File: src/design/ax25hp_pkg.sv
// shared types and constants for the ax25 header parser
package ax25hp_pkg;

  localparam int unsigned ADDR_BYTES = 7;
  localparam logic [7:0]  SSID_MASK  = 8'd30;
  localparam logic [6:0]  PRINT_LOW  = 7'd32;
  localparam logic [6:0]  PRINT_HIGH = 7'd127;

  // result kinds
  typedef enum logic [1:0] {
    KIND_ADDR_CHAR = 2'd0,
    KIND_ADDR_END  = 2'd1,
    KIND_INFO      = 2'd2,
    KIND_SUMMARY   = 2'd3
  } kind_t;

  // parse phase, one-hot
  typedef enum logic [2:0] {
    PH_ADDR = 3'b001,
    PH_SKIP = 3'b010,
    PH_INFO = 3'b100
  } phase_t;

  typedef struct packed {
    logic       first_of_frame;
    logic [7:0] frame_len;
    logic [7:0] frame_byte;
  } in_item_t;

  typedef struct packed {
    kind_t      kind;
    logic [7:0] data_byte;
    logic [5:0] address_number;
    logic [2:0] char_slot;
    logic [3:0] ssid;
    logic       command_heard;
    logic       last_address;
    logic [7:0] info_count;
    logic       last_of_run;
  } res_t;

  // results produced by one byte, in order
  typedef struct packed {
    logic [1:0] n;
    res_t       e0;
    res_t       e1;
  } push_t;

endpackage

File: src/design/ax25hp_core.sv
// input register, frame parse state and per-byte result logic
module ax25hp_core (
  input  logic                clk,
  input  logic                rst_n,
  input  logic                in_valid,
  output logic                in_ready,
  input  ax25hp_pkg::in_item_t in_item,
  input  logic                room,
  output ax25hp_pkg::push_t   push
);
  import ax25hp_pkg::*;

  logic       in_v_r;
  in_item_t   in_r;
  logic       proc;

  logic [7:0] pos_r,  pos_nxt;
  phase_t     phase_r, phase_nxt;
  logic [2:0] abi_r,  abi_nxt;
  logic [5:0] acnt_r, acnt_nxt;
  logic [2:0] kept_r, kept_nxt;
  logic [7:0] icnt_r, icnt_nxt;
  logic [1:0] cpl_r,  cpl_nxt;

  // state after an optional start-of-frame clear
  logic [7:0] pos;
  phase_t     ph;
  logic [2:0] abi;
  logic [5:0] acnt;
  logic [2:0] kept;
  logic [7:0] icnt;
  logic [1:0] cpl;

  logic [7:0] b, len, remain;
  logic [6:0] c;
  logic       va, vb;
  res_t       ra, rb;

  assign in_ready = !in_v_r || room;
  assign proc     = in_v_r && room;

  always_ff @(posedge clk) begin
    if (!rst_n) begin
      in_v_r <= 1'b0;
    end else if (in_valid && in_ready) begin
      in_v_r <= 1'b1;
    end else if (proc) begin
      in_v_r <= 1'b0;
    end
  end

  always_ff @(posedge clk) begin
    if (in_valid && in_ready) begin
      in_r <= in_item;
    end
  end

  always_comb begin
    b      = in_r.frame_byte;
    len    = in_r.frame_len;
    c      = b[7:1];

    pos  = in_r.first_of_frame ? 8'd0    : pos_r;
    ph   = in_r.first_of_frame ? PH_ADDR : phase_r;
    abi  = in_r.first_of_frame ? 3'd0    : abi_r;
    acnt = in_r.first_of_frame ? 6'd0    : acnt_r;
    kept = in_r.first_of_frame ? 3'd0    : kept_r;
    icnt = in_r.first_of_frame ? 8'd0    : icnt_r;
    cpl  = in_r.first_of_frame ? 2'd0    : cpl_r;

    remain = len - pos;

    pos_nxt = (pos != 8'hff) ? pos + 8'd1 : pos;
    va = 1'b0;
    vb = 1'b0;
    ra = '0;
    rb = '0;

    if (pos < len) begin
      // too few bytes left for another address
      if (ph == PH_ADDR && abi == 3'd0 && remain < 8'(ADDR_BYTES)) begin
        ph  = PH_SKIP;
        cpl = 2'd2;
      end

      if (ph == PH_ADDR) begin
        if (abi < 3'd6) begin
          if (c > PRINT_LOW && c < PRINT_HIGH) begin
            va                = 1'b1;
            ra.kind           = KIND_ADDR_CHAR;
            ra.data_byte      = {1'b0, c};
            ra.address_number = acnt;
            ra.char_slot      = kept;
            ra.info_count     = icnt;
            if (kept != 3'd7) begin
              kept = kept + 3'd1;
            end
          end
          abi = abi + 3'd1;
        end else begin
          va                = 1'b1;
          ra.kind           = KIND_ADDR_END;
          ra.address_number = acnt;
          ra.ssid           = 4'((b & SSID_MASK) >> 1);
          ra.command_heard  = b[7];
          ra.last_address   = b[0];
          ra.info_count     = icnt;
          if (acnt != 6'd63) begin
            acnt = acnt + 6'd1;
          end
          abi  = 3'd0;
          kept = 3'd0;
          if (b[0]) begin
            ph  = PH_SKIP;
            cpl = 2'd2;
          end
        end
      end else if (ph == PH_SKIP && cpl != 2'd0) begin
        cpl = cpl - 2'd1;
        if (cpl == 2'd0) begin
          ph = PH_INFO;
        end
      end else begin
        ph = PH_INFO;
        // trailing crc bytes are not info
        if ({1'b0, pos} + 9'd2 < {1'b0, len}) begin
          if (icnt != 8'hff) begin
            icnt = icnt + 8'd1;
          end
          va            = 1'b1;
          ra.kind       = KIND_INFO;
          ra.data_byte  = b;
          ra.info_count = icnt;
        end
      end

      if ({1'b0, pos} + 9'd1 == {1'b0, len}) begin
        vb                = 1'b1;
        rb.kind           = KIND_SUMMARY;
        rb.address_number = acnt;
        rb.info_count     = icnt;
        rb.last_of_run    = 1'b1;
      end
      ra.last_of_run = !vb;
    end

    phase_nxt = ph;
    abi_nxt   = abi;
    acnt_nxt  = acnt;
    kept_nxt  = kept;
    icnt_nxt  = icnt;
    cpl_nxt   = cpl;

    push.n  = proc ? (2'(va) + 2'(vb)) : 2'd0;
    push.e0 = va ? ra : rb;
    push.e1 = rb;
  end

  always_ff @(posedge clk) begin
    if (!rst_n) begin
      pos_r   <= '0;
      phase_r <= PH_ADDR;
      abi_r   <= '0;
      acnt_r  <= '0;
      kept_r  <= '0;
      icnt_r  <= '0;
      cpl_r   <= '0;
    end else if (proc) begin
      pos_r   <= pos_nxt;
      phase_r <= phase_nxt;
      abi_r   <= abi_nxt;
      acnt_r  <= acnt_nxt;
      kept_r  <= kept_nxt;
      icnt_r  <= icnt_nxt;
      cpl_r   <= cpl_nxt;
    end
  end

endmodule

File: src/design/ax25hp_fifo.sv
// four-entry result queue taking up to two words per cycle
module ax25hp_fifo (
  input  logic              clk,
  input  logic              rst_n,
  input  ax25hp_pkg::push_t push,
  output logic              room,
  output logic              out_valid,
  input  logic              out_ready,
  output ax25hp_pkg::res_t  out_res
);
  import ax25hp_pkg::*;

  localparam int unsigned DEPTH = 4;

  res_t       mem_r [DEPTH];
  logic [1:0] wr_ptr_r, rd_ptr_r;
  logic [2:0] count_r;
  logic       pop;
  logic [1:0] wr_ptr1;

  assign room      = count_r <= 3'(DEPTH - 2);
  assign out_valid = count_r != 3'd0;
  assign out_res   = mem_r[rd_ptr_r];
  assign pop       = out_valid && out_ready;
  assign wr_ptr1   = wr_ptr_r + 2'd1;

  always_ff @(posedge clk) begin
    if (push.n != 2'd0) begin
      mem_r[wr_ptr_r] <= push.e0;
    end
    if (push.n == 2'd2) begin
      mem_r[wr_ptr1] <= push.e1;
    end
  end

  always_ff @(posedge clk) begin
    if (!rst_n) begin
      wr_ptr_r <= '0;
      rd_ptr_r <= '0;
      count_r  <= '0;
    end else begin
      wr_ptr_r <= wr_ptr_r + push.n;
      if (pop) begin
        rd_ptr_r <= rd_ptr_r + 2'd1;
      end
      count_r <= count_r + 3'(push.n) - 3'(pop);
    end
  end

`ifndef SYNTHESIS
  a_count_bound: assert property (@(posedge clk) disable iff (!rst_n)
    count_r <= 3'(DEPTH))
    else $error("result queue over capacity");

  a_push_room: assert property (@(posedge clk) disable iff (!rst_n)
    push.n != 2'd0 |-> room)
    else $error("push into queue without room");

  a_drain: assert property (@(posedge clk) disable iff (!rst_n)
    (count_r == 3'd1 && pop && push.n == 2'd0) |=> !out_valid)
    else $error("queue did not drain");
`endif

endmodule

File: src/design/ax25_header_parser_top.sv
// top level of the ax25 frame address and info splitter
// usage:
//   in_*  : one frame byte per word; in_tdata = frame_byte, frame_len;
//           in_tuser marks the first byte of a frame and restarts parsing
//   out_* : one result per word; out_tuser = kind (address char, address
//           end, info byte, frame summary), out_tlast marks the final
//           result caused by one input byte
// path: an accepted byte is held in the input register, is parsed from there
//   once the result queue has room, and its results are written into the queue,
//   from which the first result is offered
// throughput: one byte per cycle while out_tready is high and each byte gives at
//   most one result; the final byte of a frame may give two results, which then
//   leave the output one after the other. the four-entry result queue sets this figure
// stall: when out_tready is low the queue fills, the input register holds
//   its byte and in_tready drops once fewer than two queue slots are free
// reset: rst_n low empties the queue and input register and returns the
//   parser to the address phase with all counters at zero
module ax25_header_parser_top (
  input  logic        clk,
  input  logic        rst_n,
  input  logic        in_tvalid,
  output logic        in_tready,
  input  logic [15:0] in_tdata,   // frame_byte[7:0], frame_len[15:8]
  input  logic        in_tuser,   // first_of_frame
  output logic        out_tvalid,
  input  logic        out_tready,
  // data_byte[7:0], address_number[13:8], char_slot[16:14], ssid[20:17],
  // command_heard[21], last_address[22], info_count[30:23], zero[31]
  output logic [31:0] out_tdata,
  output logic [1:0]  out_tuser,  // kind
  output logic        out_tlast   // last_of_run
);
  import ax25hp_pkg::*;

  in_item_t in_item;
  push_t    push;
  logic     room;
  res_t     res;

  // unpack the input word
  assign in_item.frame_byte     = in_tdata[7:0];
  assign in_item.frame_len      = in_tdata[15:8];
  assign in_item.first_of_frame = in_tuser;

  // per-byte parse logic between input register and result queue
  ax25hp_core u_core (
    .clk      (clk),
    .rst_n    (rst_n),
    .in_valid (in_tvalid),
    .in_ready (in_tready),
    .in_item  (in_item),
    .room     (room),
    .push     (push)
  );

  // result queue, registered output side
  ax25hp_fifo u_fifo (
    .clk       (clk),
    .rst_n     (rst_n),
    .push      (push),
    .room      (room),
    .out_valid (out_tvalid),
    .out_ready (out_tready),
    .out_res   (res)
  );

  // pack the result word
  assign out_tdata = {1'b0, res.info_count, res.last_address, res.command_heard,
                      res.ssid, res.char_slot, res.address_number, res.data_byte};
  assign out_tuser = res.kind;
  assign out_tlast = res.last_of_run;

endmodule
File: config.mk
export PLATFORM = sky130hd
export DESIGN_NAME = ax25_header_parser_top
export DESIGN_NICKNAME = d
export VERILOG_FILES = /design/src/design/ax25hp_pkg.sv /design/src/design/ax25hp_core.sv /design/src/design/ax25hp_fifo.sv /design/src/design/ax25_header_parser_top.sv
export SDC_FILE = /design/constraint.sdc
export NUM_CORES = 1
export LEC_CHECK = 0
export BUFFER_PORTS_ARGS = -buffer_cell sky130_fd_sc_hd__buf_2
export CAP_MARGIN = 20
export CORE_MARGIN = 10
export CORE_UTILIZATION = 50
export DETAILED_ROUTE_END_ITERATION = 8
export PLACE_DENSITY = 0.7
export SYNTH_ARGS = -nofsm -noshare
export SYNTH_HDL_FRONTEND = slang
export SYNTH_SLANG_ARGS = --single-unit
File: constraint.sdc
create_clock -name clk -period 6.5 [get_ports clk]
set_clock_uncertainty 0.05 [all_clocks]
set_input_delay 1.3 -clock clk [delete_from_list [all_inputs] [get_ports clk]]
set_output_delay 1.3 -clock clk [all_outputs]
set_load 0.005 [all_outputs]
======== After elaboration in Yosys (flattened, before gate mapping) ========
Memory sizes are Yosys's and may differ from the RTL's. A register that Yosys moved wholly into a read port is not among the register bits.
Index checks and enable logic that the tools add are counted.
W data, S select, Z words.
word-level totals
  input bits .............................. 21
  memories ................................ 1
  flip-flop bits (word level) ............. 58
  output and inout bits ................... 37
  word-level logic and storage cells ...... 143
  RAM bits ................................ 136
memories
  memory        depth  bits a word  read ports  clocked after memory_dff  write ports  line               RTL
  u_fifo.mem_r  4      34           1           1                         2            ax25hp_fifo.sv:15  res_t mem_r [DEPTH];
cells by class
  order comparisons ....................... 7
  equal/unequal tests ..................... 9
  multiplexer cells ....................... 81
  reductions and logical operators ........ 16
  add/subtract/negate cells ............... 15
operator list
  operator               count
  $mux W8                13
  $mux W34               2
  $mux W3                20
  $mux W6                9
  $mux W10               3
  $mux W2                13
  $mux W9                2
  $add A8 B1 Y8 const B  2
  $mux W1                16
  $mux W16               1
  $ne A8 B8 Y1 const B   2
  $mux W15               1
  $add A8 B1 Y9 const B  1
  $add A8 B2 Y9 const B  1
  $eq A9 B8 Y1           1
  $lt A9 B8 Y1           1
  $lt A8 B3 Y1 const B   1
  $lt A8 B8 Y1           1
  $sub A8 B8 Y8          1
  $gt A7 B6 Y1 const B   1
  $logic_and A1 B1 Y1    7
  $lt A7 B7 Y1 const B   1
  $mux W7                1
  $add A3 B1 Y3 const B  2
  other kinds (20)       25

======== Logic depth before layout (Yosys ltp) ========
Gate-level depths: netlist of run 1.
  word-level depth ........................ 16
  depth in mapped cells ................... 27
  mapped depth without buffers ............ 23

======== Modules after synthesis ========
Synthesis of run 1 repeated with hierarchy kept, for this count alone.
second synthesis, totals
  cells, all modules ...................... 969
  area total of the unflattened synthesis .. 11674.9 sq um
modules (own cells, without submodules)
  module                  sequential area each (sq um)  instances  area each (sq um)  cells an instance
  ax25hp_fifo             4264.1                        1          7080.5             380
  ax25hp_core             1191.1                        1          4583.1             587
  ax25_header_parser_top  0.0                           1          11.3               2

======== Worst setup path after synthesis of run 1 ========
No wires, ideal clock.
  path type ............................... register to register
  start ................................... reg u_core.in_r[16] (netlist name)
  end ..................................... mem u_fifo.mem_r[1][0] (netlist name), enable pin
  setup slack ............................. 0.235 ns
  library setup time ...................... 0.326 ns
  clock period less this slack ............ 6.265 ns
  cell stages (with the launch flop) ...... 26
  data arrival time ....................... 5.889 ns
  path buffers ............................ 7
  data required time ...................... 6.124 ns
  cells stage by stage .................... edfxtp_1 buf_2 buf_4 clkbuf_1 clkbuf_1 nor2b_1 ha_1 fa_1 xor2_1 o31ai_1 a2111oi_0 and4_1 buf_2 nand3b_1 ha_1 a21oi_1 nand2b_1 nor3b_2 nor2_1 o21ai_2 ha_1 clkbuf_1 mux2_2 nand3b_1 clkbuf_1 inv_1
RTL lines
  item                    line               RTL
  start, declared         ax25hp_core.sv:14  in_item_t in_r;
  start signal, assigned  ax25hp_core.sv:54  in_r <= in_item;
  end, declared           ax25hp_fifo.sv:15

==> reports/qor.yml, run 1 <==
die:
  die_y_um: 166
  design.die.area_um2: 27700
  start_util: 0.508
  core_area_um2: 21100
  rows: 53
  io_pins: 58
  die_w_um: 166
cts:
  insertion_delay_ns: 0.45
  clk_pin_slew_ns: 0.08
  cts_tree: "built"
  cts_max_path_buffers: 2
  cts_htree_levels: 4
  cts_buffers: 17
  cts-root-buf: "clkbuf_16"
  clock_sinks: 196
synth:
  synth.avg_cell_area_um2: 9.87
  ys_async_sr_fraction: 0
  synth_seq_cells: 196
  netlist_instances: 1086
  synth.largest_area_cell: "edfxtp_1"
  synth.top_cell.area_share: 0.238
  synth_area_leaders: "edfxtp_1 24%, dfxtp_1 21%, mux4_2 7.1%, nand2_1 4.6%, o21ai_0 4.3%"
  netlist_area_um2: 10700
  synth_cell_types: 89
  ys_warn_count: 0
  synth_edf_count: 85
  ys_seq_area_frac: 0.445
  synthFlopType: "dfxtp_1"
  syn_nets: 1142
run:
  max_cap_violations: 0
critical_path:
  cp.required_ns: 6.68
  path_class: "register to register"
  worstPathMaxFanout: 17
  cp_slowest_stage_delay_ns: 0.73
  path_cells: "inv_2 -> buf_4 -> nand2_1 -> ha_1 -> or3b_1 -> a211o_1 -> o311ai_1 -> and4_1 -> nand3b_1 -> ha_1 -> a21oi_1 -> nand2b_1 -> nor3b_2 -> nor2_1 -> o21ai_2 -> ha_1 -> nand2_1 -> nor4_2 -> o21a_1 -> o21ai_0 -> o311ai_1"
  cp-end-kind: "register"
  cpMaxStageDelayCell: "nor4_2"
  worst-endpoint-arrival_ns: 6.21
  cp-start-kind: "register"
  path_common_cell: "ha_1"
layout:
  finalNonFillerCells: 1410
  num_antenna_cells: 0
  drive_gt1_frac: 0.167
  final_nets: 1178
  nFillCells: 1832
  final_area_um2: 11900
  area_growth_pct: 11.2
timing:
  period_share: 0.928
  max_freq_mhz: 166
  rsz0062_at_grt: "false"
  finalHoldViolCount: 0
  maxSlewHeadroom: 0.264
  setup_viol: 0
  drv_slew: 0
  worst_slew_pin_slew_ns: 1.09
  min_period_ns: 6.03
  final.setup.tns_ns: 0
power:
  p_int_w: 0.00214
  pwr-share-seq: 0.457
  ir_drop_mv: 0.171
  clock_power_share: 0.344
  p_per_area_nw_per_um2: 259
  power.share.switching: 0.307
  power.switching_w: 0.000947
  pwr-share-comb: 0.199
  leakage_nw: 4.19
drt:
  drt_iter0_markers: 856
  drc: 0
  drt_first_pass_iters: 5
  wire_per_inst_um: 21.3
  route.antenna.remaining_nets: 0
  finalWirelength_um: 30000
  via_per_inst: 6.29
  vias: 8866
global_routing:
  grt_pass1_vias: 8606
  grt_overflow: 0
  grt_usage: 0.212
  antenna_found_initial: 0
  grt_max_degree: 39
  grt_pass1_wl_um: 47900
place:
  dp_cells: 1377
  place_area_um2: 11300
  dp_hpwl_um: 21300
  io_buffers: 56
  routabilityCongestion: 0.963
hold_path:
  min_path_type: "register to register"
status:
  status: "completed"
-- final cells by class --
type | count | area, um2 | area share
Sequential cell | 196 | 4780 | 0.401
Inverter | 40 | 158 | 0.0132
Timing Repair Buffer | 82 | 495 | 0.0416
Clock inverter | 15 | 171 | 0.0144
Tap cell | 275 | 344 | 0.0289
Multi-Input combinational cell | 785 | 5550 | 0.466
Clock buffer | 17 | 425 | 0.0357
-- flip-flops by register name, summed over array words and instances, names as in the netlist, 3 cells and up, named ones only --
signal / flops
u_core.b: 8
u_core.icnt_r: 8
u_fifo.count_r: 3
u_core.kept_r: 3
u_core.acnt_r: 6
u_core.pos_r: 8
u_core.abi_r: 3
u_core.phase_r: 3
u_fifo.mem_r: 136
u_core.len: 8
-- through the flow --
step / util / total power (W) / hold WS (ns) / setup WS, ns
floorplan: - / 0.00185 / 0.370 / 0.235
global placement: 0.534 / 0.00205 / 0.379 / 0.604
detailed placement: 0.534 / 0.00205 / 0.392 / 0.439
CTS: 0.562 / 0.00310 / 0.406 / 0.416
global route: 0.565 / 0.00323 / 0.424 / 0.0178
finish: 0.565 / 0.00309 / 0.405 / 0.469
-- power groups by stage --
stage,sequential (W),clock [W],combinational (W)
2_1_floorplan,0.00140,0,0.000449
3_3_place_gp,0.00144,0,0.000611
3_5_place_dp,0.00144,0,0.000616
4_1_cts,0.00141,0.00107,0.000621
5_1_grt,0.00142,0.00112,0.000686
6_report,0.00141,0.00106,0.000615
-- critical path: cells and delay by family, from the launching register on --
family | cells | cell delay [ns]
simple gates | 9 | 2.86
flops | 1 | 0.53
compound gates | 7 | 1.10
fa+ha+maj | 3 | 0.89
buf+inv | 2 | 0.35
-- synth_stat cells, types with 4 or more instances --
cell	n
clkbuf_1	41
nand3b_1	7
nor4_1	7
a2bb2oi_1	5
o21ai_1	6
nand2b_1	12
inv_1	39
o221ai_1	6
a31oi_1	8
o31ai_1	5
o211ai_1	4
or4_1	4
o21ai_0	92
nor3_1	11
edfxtp_1	85
nor2_1	64
mux2i_1	11
nand4_1	13
a22oi_1	11
a22o_1	30
ha_1	33
a21o_1	12
buf_2	10
nor2b_1	15
and4_1	4
dfxtp_1	111
nand2_1	131
mux4_2	34
and2_1	11
xnor2_1	20
nand3_1	30
buf_1	10
or3_1	4
a21oi_1	59
and3_1	9
xor2_1	8
nor3b_1	4
o22ai_1	31
o21a_1	7
-- worst paths after layout --
kind | startpoint | slack (ns) | to | depth (start not counted)
worst max register to register | u_core.in_r[16]$_DFFE_PP_ | 0.47 | u_fifo.mem_r[1][5]$_DFFE_PP_ | 21
worst min register to register | u_core.acnt_r[1]$_SDFFE_PN0P_ | 0.41 | u_core.acnt_r[1]$_SDFFE_PN0P_ | 2
worst min-delay path | u_core.acnt_r[1]$_SDFFE_PN0P_ | 0.41 | u_core.acnt_r[1]$_SDFFE_PN0P_ | 2
worst max-delay path | u_core.in_r[16]$_DFFE_PP_ | 0.47 | u_fifo.mem_r[1][5]$_DFFE_PP_ | 21
-- kinds of logic (layout without fill, tap and decap cells) --
family                     after synthesis  after routing  synth area share
muxes                                   48             48            0.0848
adders and majority gates               35             35            0.0422
buffers and inverters                  105            154            0.0397
other                                    1              1          0.000350
xor gates and xnor gates                28             28            0.0229
AOI/OAI and AO/OA                      321            321             0.196
DFF                                    196            196             0.445
and+or+nand+nor                        352            352             0.169
-- placed cells by master (no fill, tap or decap), drive strengths merged, types with 33 or more instances in the layout --
| cell type | instances |
|---|---|
| o21ai | 99 |
| buf | 82 |
| ha | 33 |
| mux4 | 34 |
| edfxtp | 85 |
| inv | 47 |
| dfxtp | 111 |
| nor2 | 65 |
| a21oi | 62 |
| nand2 | 132 |
-- metal layers --
metal	global-route usage	part of all wire	up-vias
met5	0	0	-
li1	-	-	4142
met3	0.0426	0.076	44
met4	0.0661	0.019	0
met1	0.285	0.43	4271
met2	0.337	0.47	409
-- timing repair --
action                     CTS  global route
setup endpoints to repair    0            39
resized for setup            0             8
buffers inserted             0             0
hold buffers                 0             0
Note: power is estimated with default switching activity, not from simulation.
==> inputs of run 2 (changes only) <==
Settings changed: ABC_AREA set to 1.
==> run 2 against run 1 <==
Count of clock-buffer cells in the layout is the same. Area after synthesis grew 2.3%. Largest power group unchanged. Total power grew 18%. Sequential power grew 4%. Non-clock buffer count is the same. Register-to-register slack gained 0.26 ns. Routed wire length grew 1.1%. Critical endpoint is now u_fifo.mem_r[3][17]$_SDFFE_PP0N_. Critical path type unchanged.
==> reports/qor.yml, run 2 <==
cts:
  cts_buffers: 17
  insertion_delay_ns: 0.44
  cts-root-buf: "clkbuf_16"
  clock_sinks: 196
  cts_max_path_buffers: 2
  ctsHoldBuffers: 0
  postCtsSetupBuffers: 0
  cts_tree: "built"
  clk_pin_slew_ns: 0.09
  ctsResizeCount: 0
  cts_htree_levels: 4
power:
  ir_drop_mv: 0.167
  leakage_nw: 5.48
  p_per_area_nw_per_um2: 300
global_routing:
  grt_overflow: 0
  antenna_found_initial: 0
  grt_use_met3: 0.0375
  grtUsageMet2: 0.334
  grt_pass1_vias: 9406
  grt_usage: 0.210
  grt_busiest_layer: "met2"
  grt_pass1_wl_um: 49300
  grt_max_degree: 69
  use_met1: 0.284
synth:
  synth_cell_types: 42
  syn_nets: 1571
  synth.top_cell.area_share: 0.233
  ys_seq_area_frac: 0.435
  synth_seq_cells: 196
  synth_area_leaders: "edfxtp_1 23%, dfxtp_1 20%, nand2_1 16%, o21ai_0 7.6%, inv_1 5.0%"
  synth_most_common_cell: "nand2_1"
  netlist_area_um2: 11000
  synth_edf_count: 85
  netlist_instances: 1515
  synth.largest_area_cell: "edfxtp_1"
  synth.avg_cell_area_um2: 7.24
  synth_top_cells_by_count: "467 x nand2_1, 167 x o21ai_0, 146 x inv_1, 128 x nor2_1, 111 x dfxtp_1"
  ys_warn_count: 0
  ys_async_sr_fraction: 0
  synthFlopType: "dfxtp_1"
die:
  start_util: 0.506
  die_w_um: 168
  rows: 54
  core_area_um2: 21700
  design.die.area_um2: 28300
  io_pins: 58
  die_y_um: 168
timing:
  max_freq_mhz: 173
  period_share: 0.888
  finalHoldViolCount: 0
  worst_slew_pin_slew_ns: 1.04
  drv_slew: 0
  rsz0062_at_grt: "false"
  maxSlewHeadroom: 0.307
  final.setup.tns_ns: 0
  setup_viol: 0
  min_period_ns: 5.77
drt:
  drt_first_pass_iters: 5
  finalWirelength_um: 30300
  drt_iter0_markers: 1077
  drc: 0
  route.antenna.remaining_nets: 0
  via_per_inst: 5.56
  wire_per_inst_um: 16.5
  vias: 10200
layout:
  nFillCells: 2013
  final_cell_mix: "467 x nand2_1, 167 x o21ai_0, 145 x inv_1, 128 x nor2_1, 110 x dfxtp_1"
  final_nets: 1604
  largest_reg_flops: 136
  final_util: 0.562
  layout_commonest_cell: "nand2_1"
  num_antenna_cells: 0
  drive_gt1_frac: 0.0935
  area_growth_pct: 11.1
  top_register: "u_fifo.mem_r"
place:
  routabilityCongestion: 0.913
  dp_hpwl_um: 21000
  io_buffers: 56
critical_path:
  regToRegSetupSlack_ns: 0.73
  path_common_cell: "nand2_1"
  cp-start-kind: "register"
  cpMaxStageDelayCell: "clkinv_1"
  cp-end-kind: "register"
  cp.required_ns: 6.77
  cp-endpoint: "u_fifo.mem_r[3][17]$_SDFFE_PP0N_"
  reg2reg_depth: 31
  cp_slowest_stage_delay_ns: 0.50
  worstPathMaxFanout: 26
  startpoint: "u_core.in_r[16]$_DFFE_PP_"
  r2r-end: "u_fifo.mem_r[3][17]$_SDFFE_PP0N_"
  path_class: "register to register"
  r2r-start: "u_core.in_r[16]$_DFFE_PP_"
  worst-endpoint-arrival_ns: 6.04
hold_path:
  min_path_type: "register to register"
run:
  max_cap_violations: 0
status:
  status: "completed"
[run 2: power breakdown]
group	total (W)	switching, W	internal, W
registers	0.00146	0.0000753	0.00139
logic	0.00107	0.000723	0.000346
clock network	0.00112	0.000575	0.000547
total	0.00365	0.00137	0.00228
[run 2: cells by family (layout without fill, tap and decap cells)]
kind of cell	after synthesis	after routing	share of synthesized area
xor+xnor	15	15	0.0120
fa+ha+maj	35	35	0.0413
simple gates	737	737	0.277
flops	196	196	0.435
buf+inv	223	269	0.0811
other cells	1	1	0.000342
compound gates	308	308	0.153
[run 2: routing by layer]
metal,up-vias,wire (um)
met5,-,0
met4,0,723
met3,49,2050
met2,371,13900
met1,4732,13700
li1,5084,-
[run 2: critical path, delay by kind of cell (launching register included)]
kind                     cells  cell delay, ns
adder cells (fa/ha/maj)      4            1.09
AO/OA/AOI/OAI                2            0.46
AND/OR/NAND/NOR             17            1.99
flip-flops                   1            0.47
buffers and inverters        8            1.56
[run 2: per-stage QoR]
stage / hold WS, ns / area (um2) / std cells / power [W] / setup slack, ns
finish: 0.401 / 12200 / 1841 / 0.00365 / 0.728
global route: 0.411 / 12200 / 1841 / 0.00387 / 0.0677
CTS: 0.403 / 12200 / 1840 / 0.00366 / 0.595
detailed placement: 0.384 / 11500 / 1808 / 0.00255 / 0.652
global placement: 0.382 / 11500 / 1808 / 0.00253 / 0.796
floorplan: 0.371 / 11000 / 1515 / 0.00219 / 1.19
[run 2: final cells by class]
| class | count | area, um2 | share of cell area |
|---|---|---|---|
| clock inverter | 15 | 224 | 0.0184 |
| tap | 280 | 350 | 0.0288 |
| timing repair buffer | 82 | 483 | 0.0397 |
| inverter | 155 | 591 | 0.0485 |
| multi-input combinational | 1096 | 5330 | 0.438 |
| sequential | 196 | 4780 | 0.392 |
| clock buffer | 17 | 425 | 0.0349 |
[run 2: worst min-delay path by stage]
| stage | start | to | cells after the start | slack (ns) |
|---|---|---|---|---|
| floorplan | u_fifo.mem_r[1][25]$_SDFFE_PP0P_ | u_fifo.mem_r[1][25]$_SDFFE_PP0P_ | 2 | 0.37 |
| global placement | u_fifo.mem_r[2][28]$_SDFFE_PP0N_ | u_fifo.mem_r[2][28]$_SDFFE_PP0N_ | 2 | 0.38 |
| detailed placement | u_fifo.mem_r[2][24]$_SDFFE_PP0N_ | u_fifo.mem_r[2][24]$_SDFFE_PP0N_ | 2 | 0.38 |
| CTS | u_fifo.mem_r[2][24]$_SDFFE_PP0N_ | u_fifo.mem_r[2][24]$_SDFFE_PP0N_ | 2 | 0.40 |
| global route | u_fifo.mem_r[2][24]$_SDFFE_PP0N_ | u_fifo.mem_r[2][24]$_SDFFE_PP0N_ | 2 | 0.41 |
| finish | u_fifo.mem_r[2][29]$_SDFFE_PP0N_ | u_fifo.mem_r[2][29]$_SDFFE_PP0N_ | 2 | 0.40 |
